## src/rtl/aqwt_pkg.sv

```systemverilog
// ---------------------------------------------------------------------------
// aqwt_pkg: shared types and constants of the adaptive quantum weight table
// Field widths, payload structs, table entry layout and request codes.
// ---------------------------------------------------------------------------
package aqwt_pkg;

    // Field and accumulator widths
    localparam int BASE_W  = 24;
    localparam int CLASS_W = 3;
    localparam int TICK_W  = 32;
    localparam int TIME_W  = 48;
    localparam int COUNT_W = 32;
    localparam int Q_W     = 32;
    localparam int DEN_W   = COUNT_W + TIME_W;

    // Configuration port
    localparam int APB_W   = 32;
    localparam int PADDR_W = 3;

    // Register index, taken from paddr[2]
    localparam logic REG_BASELINE = 1'b0;

    // Baseline quantum after reset
    localparam logic [BASE_W-1:0] BASE_RESET = BASE_W'(1000);

    // Operation codes
    localparam logic OP_REQUEST = 1'b0;
    localparam logic OP_RECORD  = 1'b1;

    typedef struct packed {
        logic               operation;
        logic [CLASS_W-1:0] op_class;
        logic [TICK_W-1:0]  observed_ticks;
    } t_in;

    typedef struct packed {
        logic [Q_W-1:0] quantum;
        logic           used_baseline;
    } t_out;

    typedef struct packed {
        logic [TIME_W-1:0]  time_sum;
        logic [COUNT_W-1:0] run_count;
    } t_entry;

endpackage

```

## src/rtl/aqwt_table.sv

```systemverilog
// ---------------------------------------------------------------------------
// aqwt_table: per-class time and count store
// One write and one registered read per cycle; per-entry valid bits make
// an unwritten entry read as zero after reset.
// ---------------------------------------------------------------------------
module aqwt_table #(
    parameter int DEPTH  = 8,
    parameter int ADDR_W = 3
) (
    input  logic                   i_clk,
    input  logic                   i_rst_n,
    input  logic                   i_rd_en,
    input  logic [ADDR_W-1:0]      i_rd_addr,
    output aqwt_pkg::t_entry       o_rd_data,
    input  logic                   i_wr_en,
    input  logic [ADDR_W-1:0]      i_wr_addr,
    input  aqwt_pkg::t_entry       i_wr_data
);
    import aqwt_pkg::*;

    t_entry             r_mem [DEPTH];
    logic [DEPTH-1:0]   r_vld;
    t_entry             r_rd;
    logic               r_rd_vld;

    // Valid bits and read-valid flag
    always_ff @(posedge i_clk) begin
        if (!i_rst_n) begin
            r_vld    <= '0;
            r_rd_vld <= 1'b0;
        end else begin
            if (i_wr_en) begin
                r_vld[i_wr_addr] <= 1'b1;
            end
            if (i_rd_en) begin
                r_rd_vld <= r_vld[i_rd_addr];
            end
        end
    end

    // Storage array
    always_ff @(posedge i_clk) begin
        if (i_wr_en) begin
            r_mem[i_wr_addr] <= i_wr_data;
        end
        if (i_rd_en) begin
            r_rd <= r_mem[i_rd_addr];
        end
    end

    // Unwritten entries read as zero
    assign o_rd_data = r_rd_vld ? r_rd : '0;

endmodule

```

## src/rtl/aqwt_mul.sv

```systemverilog
// ---------------------------------------------------------------------------
// aqwt_mul: bit-serial shift-add multiplier
// Consumes one multiplier bit per cycle; product is ready when busy falls
// and holds until the next start.
// ---------------------------------------------------------------------------
module aqwt_mul #(
    parameter int A_W = 30,
    parameter int B_W = 48
) (
    input  logic               i_clk,
    input  logic               i_rst_n,
    input  logic               i_start,
    input  logic [A_W-1:0]     i_a,
    input  logic [B_W-1:0]     i_b,
    output logic               o_busy,
    output logic [A_W+B_W-1:0] o_prod
);
    localparam int P_W   = A_W + B_W;
    localparam int CNT_W = (B_W > 1) ? $clog2(B_W) : 1;

    logic             r_busy;
    logic [CNT_W-1:0] r_cnt;
    logic [P_W-1:0]   r_prod;
    logic [A_W-1:0]   r_mcand;
    logic [A_W:0]     sum;

    // Add the multiplicand into the top half when the low bit is set
    assign sum = {1'b0, r_prod[P_W-1:B_W]} + (r_prod[0] ? {1'b0, r_mcand} : '0);

    // Control
    always_ff @(posedge i_clk) begin
        if (!i_rst_n) begin
            r_busy <= 1'b0;
            r_cnt  <= '0;
        end else if (i_start) begin
            r_busy <= 1'b1;
            r_cnt  <= CNT_W'(B_W - 1);
        end else if (r_busy) begin
            r_cnt <= r_cnt - 1'b1;
            if (r_cnt == '0) begin
                r_busy <= 1'b0;
            end
        end
    end

    // Datapath: product shifts right one bit per step
    always_ff @(posedge i_clk) begin
        if (i_start) begin
            r_prod  <= {{A_W{1'b0}}, i_b};
            r_mcand <= i_a;
        end else if (r_busy) begin
            r_prod <= {sum, r_prod[B_W-1:1]};
        end
    end

    assign o_busy = r_busy;
    assign o_prod = r_prod;

endmodule

```

## src/rtl/aqwt_div.sv

```systemverilog
// ---------------------------------------------------------------------------
// aqwt_div: restoring divider with a 32-bit quotient
// A first compare flags quotients of 2^32 or more; otherwise one quotient
// bit is produced per cycle.
// ---------------------------------------------------------------------------
module aqwt_div #(
    parameter int NUM_W = 78
) (
    input  logic                      i_clk,
    input  logic                      i_rst_n,
    input  logic                      i_start,
    input  logic [NUM_W-1:0]          i_num,
    input  logic [aqwt_pkg::DEN_W-1:0] i_den,
    output logic                      o_busy,
    output logic                      o_sat,
    output logic [aqwt_pkg::Q_W-1:0]  o_quot
);
    import aqwt_pkg::*;

    localparam int STEP_W = $clog2(Q_W);

    logic              r_busy;
    logic              r_sat;
    logic [STEP_W-1:0] r_cnt;
    logic [DEN_W-1:0]  r_rem;
    logic [DEN_W-1:0]  r_den;
    logic [Q_W-1:0]    r_lo;
    logic [Q_W-1:0]    r_quot;

    logic [DEN_W-1:0]  hi_ext;
    logic              pre_sat;
    logic [DEN_W:0]    trial;
    logic [DEN_W:0]    diff;
    logic              ge;
    logic [DEN_W-1:0]  n_rem;

    // Upper numerator part decides saturation and seeds the remainder
    assign hi_ext  = DEN_W'(i_num[NUM_W-1:Q_W]);
    assign pre_sat = (hi_ext >= i_den);

    // One restoring step
    assign trial = {r_rem, r_lo[Q_W-1]};
    assign diff  = trial - {1'b0, r_den};
    assign ge    = (trial >= {1'b0, r_den});
    assign n_rem = ge ? diff[DEN_W-1:0] : trial[DEN_W-1:0];

    // Control
    always_ff @(posedge i_clk) begin
        if (!i_rst_n) begin
            r_busy <= 1'b0;
            r_sat  <= 1'b0;
            r_cnt  <= '0;
        end else if (i_start) begin
            r_busy <= !pre_sat;
            r_sat  <= pre_sat;
            r_cnt  <= STEP_W'(Q_W - 1);
        end else if (r_busy) begin
            r_cnt <= r_cnt - 1'b1;
            if (r_cnt == '0) begin
                r_busy <= 1'b0;
            end
        end
    end

    // Datapath
    always_ff @(posedge i_clk) begin
        if (i_start) begin
            r_rem <= hi_ext;
            r_den <= i_den;
            r_lo  <= i_num[Q_W-1:0];
        end else if (r_busy) begin
            r_rem  <= n_rem;
            r_lo   <= {r_lo[Q_W-2:0], 1'b0};
            r_quot <= {r_quot[Q_W-2:0], ge};
        end
    end

    assign o_busy = r_busy;
    assign o_sat  = r_sat;
    assign o_quot = r_quot;

endmodule

```

## src/rtl/adaptive_quantum_weight_table.sv

```systemverilog
// ---------------------------------------------------------------------------
// adaptive_quantum_weight_table: per-class run statistics and quantum scaling
// Records run times per operation class and answers quantum requests.
// ---------------------------------------------------------------------------
// A record request produces no result. A quantum request goes from the table
// read straight to loading the output register when the total time is zero,
// the class is empty or out of range. Otherwise it steps through, in order:
// the table read, the bit-serial multiply of baseline*NUM_CLASSES by the
// 48-bit class time (the 32-bit count times total multiply runs alongside),
// the divider start with its saturation check, the restoring divider
// (skipped when the quotient saturates), forming the quantum, loading the
// output register, which waits while the output is stalled with a result
// still held, and the return to idle. One request is in progress at a time.
// The table needs no clearing pass: per-entry valid bits are cleared by reset.
// ---------------------------------------------------------------------------
module adaptive_quantum_weight_table #(
    parameter int NUM_CLASSES = 8
) (
    input  logic                        i_clk,
    input  logic                        i_rst_n,
    input  logic                        i_in_valid,
    output logic                        o_in_stall,
    input  aqwt_pkg::t_in               i_in,
    output logic                        o_out_valid,
    input  logic                        i_out_stall,
    output aqwt_pkg::t_out              o_out,
    input  logic                        psel,
    input  logic                        penable,
    input  logic                        pwrite,
    input  logic [aqwt_pkg::PADDR_W-1:0] paddr,
    input  logic [aqwt_pkg::APB_W-1:0]  pwdata,
    output logic [aqwt_pkg::APB_W-1:0]  prdata,
    output logic                        pready
);
    import aqwt_pkg::*;

    localparam int IDX_W = $clog2(NUM_CLASSES);
    localparam int BN_W  = BASE_W + $clog2(NUM_CLASSES);
    localparam int NUM_W = BN_W + TIME_W;

    localparam logic [2:0] S_IDLE = 3'd0;
    localparam logic [2:0] S_LOOK = 3'd1;
    localparam logic [2:0] S_MUL  = 3'd2;
    localparam logic [2:0] S_DIV  = 3'd3;
    localparam logic [2:0] S_FIN  = 3'd4;

    logic [2:0]        r_state, n_state;
    logic [BASE_W-1:0] r_base;
    logic [TIME_W-1:0] r_total;
    t_in               r_item;
    t_out              r_res, n_res;
    t_out              r_out;
    logic              r_out_vld;

    logic              in_acc;
    logic              cfg_wr;
    logic              class_ok;
    logic              is_record;
    logic              tbl_wr;
    t_entry            ent;
    t_entry            upd;
    logic [TIME_W:0]   tsum;
    logic [TIME_W:0]   asum;
    logic [TIME_W-1:0] n_total;
    logic              mul_start;
    logic              div_start;
    logic              fin_load;
    logic [BN_W-1:0]   base_n;
    logic [NUM_W-1:0]  num_prod;
    logic [DEN_W-1:0]  den_prod;
    logic              num_busy;
    logic              den_busy;
    logic              div_busy;
    logic              div_sat;
    logic [Q_W-1:0]    div_quot;
    logic [Q_W:0]      qsum;
    logic [Q_W-1:0]    base_q;

    // Handshakes
    assign o_in_stall = (r_state != S_IDLE);
    assign in_acc     = i_in_valid && !o_in_stall;
    assign fin_load   = (r_state == S_FIN) && (!r_out_vld || !i_out_stall);

    // Configuration port
    assign pready = 1'b1;
    assign cfg_wr = psel && penable && pwrite && pready && (paddr[2] == REG_BASELINE);
    assign prdata = (paddr[2] == REG_BASELINE) ? APB_W'(r_base) : '0;

    always_ff @(posedge i_clk) begin
        if (!i_rst_n) begin
            r_base <= BASE_RESET;
        end else if (cfg_wr) begin
            r_base <= pwdata[BASE_W-1:0];
        end
    end

    // Class table
    aqwt_table #(
        .DEPTH  (NUM_CLASSES),
        .ADDR_W (IDX_W)
    ) u_table (
        .i_clk     (i_clk),
        .i_rst_n   (i_rst_n),
        .i_rd_en   (in_acc),
        .i_rd_addr (IDX_W'(i_in.op_class)),
        .o_rd_data (ent),
        .i_wr_en   (tbl_wr),
        .i_wr_addr (IDX_W'(r_item.op_class)),
        .i_wr_data (upd)
    );

    // Record update with saturation
    assign class_ok  = (int'(r_item.op_class) < NUM_CLASSES);
    assign is_record = (r_item.operation == OP_RECORD);
    assign tbl_wr    = (r_state == S_LOOK) && is_record && class_ok;
    assign tsum      = {1'b0, ent.time_sum} + (TIME_W + 1)'(r_item.observed_ticks);
    assign asum      = {1'b0, r_total} + (TIME_W + 1)'(r_item.observed_ticks);
    assign n_total   = asum[TIME_W] ? '1 : asum[TIME_W-1:0];

    always_comb begin
        upd.time_sum  = tsum[TIME_W] ? '1 : tsum[TIME_W-1:0];
        upd.run_count = (ent.run_count == '1) ? ent.run_count : ent.run_count + 1'b1;
    end

    always_ff @(posedge i_clk) begin
        if (!i_rst_n) begin
            r_total <= '0;
        end else if (tbl_wr) begin
            r_total <= n_total;
        end
    end

    // Serial products: numerator and denominator run side by side
    assign base_n    = BN_W'({{(BN_W - BASE_W){1'b0}}, r_base} * BN_W'(NUM_CLASSES));
    assign mul_start = (r_state == S_LOOK) && !is_record && (r_total != '0)
                       && class_ok && (ent.run_count != '0);

    aqwt_mul #(
        .A_W (BN_W),
        .B_W (TIME_W)
    ) u_mul_num (
        .i_clk   (i_clk),
        .i_rst_n (i_rst_n),
        .i_start (mul_start),
        .i_a     (base_n),
        .i_b     (ent.time_sum),
        .o_busy  (num_busy),
        .o_prod  (num_prod)
    );

    aqwt_mul #(
        .A_W (TIME_W),
        .B_W (COUNT_W)
    ) u_mul_den (
        .i_clk   (i_clk),
        .i_rst_n (i_rst_n),
        .i_start (mul_start),
        .i_a     (r_total),
        .i_b     (ent.run_count),
        .o_busy  (den_busy),
        .o_prod  (den_prod)
    );

    // Divider
    assign div_start = (r_state == S_MUL) && !num_busy && !den_busy;

    aqwt_div #(
        .NUM_W (NUM_W)
    ) u_div (
        .i_clk   (i_clk),
        .i_rst_n (i_rst_n),
        .i_start (div_start),
        .i_num   (num_prod),
        .i_den   (den_prod),
        .o_busy  (div_busy),
        .o_sat   (div_sat),
        .o_quot  (div_quot)
    );

    // Final quantum with saturation
    assign base_q = Q_W'(r_base);
    assign qsum   = (Q_W + 1)'(r_base) + (Q_W + 1)'(div_quot);

    // Sequencer
    always_comb begin
        n_state = r_state;
        n_res   = r_res;
        unique case (r_state)
            S_IDLE: begin
                if (in_acc) begin
                    n_state = S_LOOK;
                end
            end
            S_LOOK: begin
                if (is_record) begin
                    n_state = S_IDLE;
                end else if (r_total == '0) begin
                    n_res.quantum       = base_q;
                    n_res.used_baseline = 1'b1;
                    n_state             = S_FIN;
                end else if (mul_start) begin
                    n_state = S_MUL;
                end else begin
                    n_res.quantum       = base_q;
                    n_res.used_baseline = 1'b0;
                    n_state             = S_FIN;
                end
            end
            S_MUL: begin
                if (div_start) begin
                    n_state = S_DIV;
                end
            end
            S_DIV: begin
                if (!div_busy) begin
                    n_res.quantum       = (div_sat || qsum[Q_W]) ? '1 : qsum[Q_W-1:0];
                    n_res.used_baseline = 1'b0;
                    n_state             = S_FIN;
                end
            end
            S_FIN: begin
                if (fin_load) begin
                    n_state = S_IDLE;
                end
            end
            default: begin
                n_state = S_IDLE;
            end
        endcase
    end

    always_ff @(posedge i_clk) begin
        if (!i_rst_n) begin
            r_state   <= S_IDLE;
            r_out_vld <= 1'b0;
        end else begin
            r_state <= n_state;
            if (fin_load) begin
                r_out_vld <= 1'b1;
            end else if (!i_out_stall) begin
                r_out_vld <= 1'b0;
            end
        end
    end

    // Payload registers
    always_ff @(posedge i_clk) begin
        if (in_acc) begin
            r_item <= i_in;
        end
        r_res <= n_res;
        if (fin_load) begin
            r_out <= r_res;
        end
    end

    assign o_out_valid = r_out_vld;
    assign o_out       = r_out;

endmodule

```

## config.mk

```make
export PLATFORM = sky130hd
export DESIGN_NAME = adaptive_quantum_weight_table
export DESIGN_NICKNAME = d
export VERILOG_FILES = /design/src/rtl/aqwt_pkg.sv /design/src/rtl/aqwt_table.sv /design/src/rtl/aqwt_mul.sv /design/src/rtl/aqwt_div.sv /design/src/rtl/adaptive_quantum_weight_table.sv
export SDC_FILE = /design/constraint.sdc
export NUM_CORES = 2
export LEC_CHECK = 0
export BUFFER_PORTS_ARGS = -buffer_cell sky130_fd_sc_hd__clkbuf_2
export CORE_ASPECT_RATIO = 1.25
export CORE_MARGIN = 2
export CORE_UTILIZATION = 65
export DETAILED_ROUTE_END_ITERATION = 16
export PLACE_DENSITY = 0.86
export SYNTH_ARGS = -nofsm -noshare
export SYNTH_HDL_FRONTEND = slang
export SYNTH_SLANG_ARGS = --single-unit
```

## constraint.sdc

```tcl
create_clock -name i_clk -period 18.05 [get_ports i_clk]
set_input_delay 1.805 -clock i_clk [delete_from_list [all_inputs] [get_ports i_clk]]
set_output_delay 1.805 -clock i_clk [all_outputs]
set_load 0.005 [all_outputs]
```

# ---- Word level (Yosys, flattened, before mapping)
# Memory sizes are Yosys's and may differ from the RTL's. A register that Yosys moved wholly into a read port is not among the register bits.
# Cells that the tools add are included.
dict set report classes {
  add_sub_neg 10
  order_cmp 5
  eq_ne 12
  n_mux 53
  bitwise 4
  reduce_logical 37
}
# op n
set ops {}
lappend ops {{$mux 48} 5}
lappend ops {{$mux 32} 6}
lappend ops {{$mux 80} 2}
lappend ops {{$mux 33} 4}
lappend ops {{$add 48x32->49} 2}
lappend ops {{$mux 43} 2}
lappend ops {{$ge 81x80->1} 1}
lappend ops {{$ge 43x80->1} 1}
lappend ops {{$sub 80x80->80} 1}
lappend ops {{$pmux 33 s2} 1}
lappend ops {{$add 48x48->49} 1}
lappend ops {{$logic_not 48->1} 1}
lappend ops {{$reduce_bool 48->1} 1}
lappend ops {{$add 24x32->33} 1}
lappend ops {{$add 32x1->32 const B} 1}
lappend ops {{$eq 32x32->1 const B} 1}
lappend ops {{$reduce_bool 32->1} 1}
lappend ops {{$add 27x27->28} 1}
lappend ops {{$mux 27} 1}
lappend ops {{$mux 24} 1}
lappend ops {{$mux 3} 7}
lappend ops {{$mux 5} 4}
lappend ops {{$mux 1} 15}
lappend ops {{$pmux 3 s5} 1}
lappend ops {{other kinds (26)} 59}
dict set report totals {
  regBits 658
  ramBits 640
  input_bits 78
  elab_cells 154
  n_memories 1
}
# memory depth width rd rd_ports_with_merged_regs wr line_no
set memory_table {}
lappend memory_table {u_table.r_mem 8 80 1 1 1 aqwt_table.sv:21} ;# t_entry r_mem [DEPTH];

# ---- Depth between registers and ports, before layout
dict set report logic_depth {
  word_depth 8
  mapped_depth 20
  ltp_nobuf 16
}

# ---- Hierarchy
# From an unflattened synthesis, not the netlist that was laid out.
dict set report hier_totals {
  cells_unflattened 5492
  hier_area_um2 69261.4
}
# mod n_inst cells_each area_per_inst_um2 seq_area_each_um2
set by_module_without_submodules {}
lappend by_module_without_submodules {aqwt_table 1 1131 27330.0 21800.9}
lappend by_module_without_submodules {aqwt_div 1 1618 15237.1 6496.2}
lappend by_module_without_submodules {adaptive_quantum_weight_table 1 1448 12822.3 4584.4}
lappend by_module_without_submodules {{aqwt_mul (u_mul_den)} 1 792 8097.8 3483.3}
lappend by_module_without_submodules {{aqwt_mul (u_mul_num)} 1 503 5774.3 2932.8}

# ---- Worst setup path after synthesis
# No wires, ideal clock.
dict set report synth_timing {
  path_kind {register to register}
  start {register r_state[2]}
  end {memory u_table.r_mem[0][0] (netlist name), enable pin}
  setup_ns 0.718
  arrival_ns 8.359
  required_ns 17.332
  slack_ns 8.972
  stages_incl_launch_ff 5
  n_path_buf 0
  period_less_slack_ns 9.078
  cell_sequence {dfxtp_1 > nand2b_1 > nor2_1 > nand2_1 > nor4_1}
}
dict set report synth_between {
  elab_chain_len 4
}
# element line_no
set synth_lines {}
lappend synth_lines {{start, declared} adaptive_quantum_weight_table.sv:47} ;# logic [2:0] r_state, n_state;
lappend synth_lines {{start signal, assigned} adaptive_quantum_weight_table.sv:237} ;# r_state <= n_state;
lappend synth_lines {{$eq 3x1->1} adaptive_quantum_weight_table.sv:115} ;# assign tbl_wr = (r_state == S_LOOK) && is_record && class_ok;
lappend synth_lines {{$logic_and 1x1->1} adaptive_quantum_weight_table.sv:115}
lappend synth_lines {{$mux 1} aqwt_table.sv:43} ;# if (i_wr_en) begin
lappend synth_lines {{$mux 1 (not written as such)} aqwt_table.sv:44} ;# r_mem[i_wr_addr] <= i_wr_data;
lappend synth_lines {{end, declared} aqwt_table.sv:21}
# Every way passes these cells.

==> flow_metrics.env <==
export IMPL_p_per_area_nw_per_um2=111.1
export IMPL_rsz0062_at_grt="no"
export IMPL_final_setup_worst_slack_ns=11.70
export IMPL_max_slew_margin_pct=14.96
export IMPL_worst_pin_slew_ns=1.273
export IMPL_dp_cells=6640
export IMPL_status="complete, no violations"
export IMPL_postCtsSetupBuffers=0
export IMPL_cts_resized=0
export IMPL_path_class="reg -> reg"
export IMPL_seqCellArea_um2=39210
export IMPL_fillers=6287
export IMPL_grt_first_pass_wirelength_um=252700
export IMPL_synth_top_cell_by_area="edfxtp_1"
export IMPL_synth_cell_type_count=85
export IMPL_setup_violations_final=0
export IMPL_clock_path_buffers=3
export IMPL_drive_gt1_share_pct=12.75
export IMPL_path_max_fanout=28
export IMPL_crit_path_start_kind="register"
export IMPL_dieHeight_um=361.9
export IMPL_gr_total_overflow=0
export IMPL_tns_ns=0
export IMPL_hold_path_class="reg -> reg"
export IMPL_synth_most_common_cell="edfxtp_1"
export IMPL_hold_violations=0
export IMPL_syn_mean_instance_area_um2=12.41
export IMPL_crit_arrival_ns=6.77
export IMPL_synth_top_area_share_pct=52.33
export IMPL_ys_seq_area_share_pct=58.85
export IMPL_htree_levels=4
export IMPL_numCtsBuffers=131
export IMPL_synth_edf_count=1161
export IMPL_fin_crit_sh_pct=35.17
export IMPL_cp_required_ns=18.47
export IMPL_ios=146
export IMPL_viasPerCell=6.560
export IMPL_start_util_pct=65.45
export IMPL_dieArea_um2=105100
export IMPL_synth_main_ff_cell="edfxtp_1"
export IMPL_synth_seq_cells=1378
export IMPL_cts_tree="built"
export IMPL_vias=45100
export IMPL_dp_hpwl_um=102500
export IMPL_endpoint_kind="register"
export IMPL_wirelength_um=164200
export IMPL_synth_cells=5367
export IMPL_place_ws_ns=12.15
export IMPL_timing_hold_ws_ns=0.4177
export IMPL_max_cap_violations=0
export IMPL_antenna_found_initial=3
export IMPL_port_buffer_count=126
export IMPL_async_reset_ff_share_pct=0
export IMPL_synth_area_leaders="edfxtp_1 (52%), dfxtp_1 (6.5%), mux4_2 (5.5%)"
export IMPL_stdcell_count=6876
export IMPL_grt_max_degree=140
export IMPL_rows=131
export IMPL_syn_cell_area_um2=66620
export IMPL_hold_buffers=0
export IMPL_drt_initial_drc_count=5217
export IMPL_power_leakage_uw=0.02741
export IMPL_core_um2=101800
export IMPL_fin_util_pct=71.50
export IMPL_multiInputGateArea_um2=25810
export IMPL_ys_warn_count=0
export IMPL_fin_crit_ns=6.348
export IMPL_cts_root_buf="clkbuf_16"
export IMPL_drv_slew=0
export IMPL_clkSlewWorstSetupHoldPaths_ns=0.07
export IMPL_synthTopCellsByCount="edfxtp_1 (1161), nand2_1 (546), a21oi_1 (387), nor2_1 (344), ha_1 (291)"
export IMPL_grt_pass1_vias=45310
export IMPL_gp_congestion=0.9919
export IMPL_final_antenna_net_count=0
export IMPL_grt_use_total_pct=31.07
export IMPL_fmax_mhz=157.5
export IMPL_areaGrowthSynthToFinish_pct=9.239
export IMPL_nets=5818
export IMPL_finClkSkew_ns=0.02744
export IMPL_drc_errors=0
export IMPL_die_w_um=290.3
export IMPL_cts_sinks=1378
export IMPL_antennaDiodeCount=0
export IMPL_clock_latency_ns=0.78
export IMPL_wl_per_cell_um=23.88
export IMPL_dr_pass1_iters=9
export IMPL_ir_worst_vdd_uv=108.5
## final cells by class
class                      count  area share, %
clock inverter                73          1.009
tap                         1330          2.287
inverter                     207          1.081
sequential                  1378          53.88
timing repair buffer         174          1.388
multi-input combinational   3551          35.47
clock buffer                 163          4.883
## layout by cell type, fill, tap and decap left out, types with 43 or more instances in the layout
cell	n
clkbuf_16	135
mux4_2	162
nand2b_1	46
nor2b_1	64
xnor2_1	141
and3_1	43
nand4_1	64
nor2_1	340
nand2_1	546
and2_1	117
inv_1	202
nor4_1	44
xor2_1	125
mux2i_1	64
edfxtp_1	1161
mux2_2	114
nor3_1	43
a21o_1	157
dfxtp_1	213
a31oi_1	105
o21ai_0	247
a21oi_1	385
buf_4	49
clkbuf_2	123
ha_1	291
nand3_1	122
## kinds of logic after synthesis
| logic type | synth area share (%) |
|---|---|
| xor gates and xnor gates | 3.497 |
| DFF | 58.85 |
| adders and majority gates | 5.646 |
| muxes | 8.365 |
| and+or+nand+nor | 10.72 |
| AOI/OAI and AO/OA | 10.32 |
| buffers and inverters | 2.590 |
| other | 0.01127 |
## routing by layer
layer	track usage (%)	up-vias	share of wire [%]
met1	36.99	21840	36
met5	0	-	0
li1	-	20160	-
met2	53.88	2470	50
met4	18.33	0	6.0
met3	4.681	629	7.8
## sequential cells by signal (all words and copies together), names as in the netlist, 3 cells and up
name               cells
u_div.r_cnt            5
r_base                24
u_mul_den.r_cnt        5
u_div.r_lo            32
u_mul_num.r_mcand     24
r_state                3
r_item                35
u_table.r_vld          8
u_mul_num.o_prod      75
u_mul_num.r_cnt        6
o_out                 33
r_total               48
u_div.r_den           80
u_table.r_mem        640
r_res                 33
u_mul_den.o_prod      80
u_div.r_rem           80
u_mul_den.r_mcand     48
u_table.r_rd          80
u_div.o_quot          32
## per-stage QoR
| stage | cell area [um2] | power [uW] |
|---|---|---|
| 6_report | 72770 | 8083 |
| 3_3_place_gp | 68480 | 5280 |
| 4_1_cts | 72770 | 8073 |
| 3_5_place_dp | 68480 | 5338 |
| 5_1_grt | 72770 | 8376 |
| 2_1_floorplan | 66640 | 4957 |
## power breakdown
part	internal [uW]	switching, uW
logic	591	870
registers	3670	191
clock network	1550	1200
total	5820	2270
## worst paths after layout
kind / from / end / slack (ns) / cells past startpoint
setup / recovery: u_table.r_rd_vld / u_table.r_mem[6][73] / 11.70 / 14
hold / removal: r_res[10] / o_out[10] / 0.42 / 0
setup reg to reg: u_table.r_rd_vld / u_table.r_mem[6][73] / 11.70 / 14
hold reg to reg: r_res[10] / o_out[10] / 0.42 / 0
## worst max-delay path, cell delays in order (launching register included)
cell and delay (ns):
dfxtp_2 0.72, and2_1 0.32, ha_1 0.26, a21o_1 0.15, a21oi_1 0.30, o211ai_1 0.28
a221oi_1 0.68, o31ai_2 0.20, a31oi_1 0.76, o21ai_0 0.33, o41ai_2 0.72, nor3_1 0.21
nand3_1 0.17, xor2_1 0.09, o21ai_0 0.76
No activity file was read; power rests on OpenSTA's default activity.
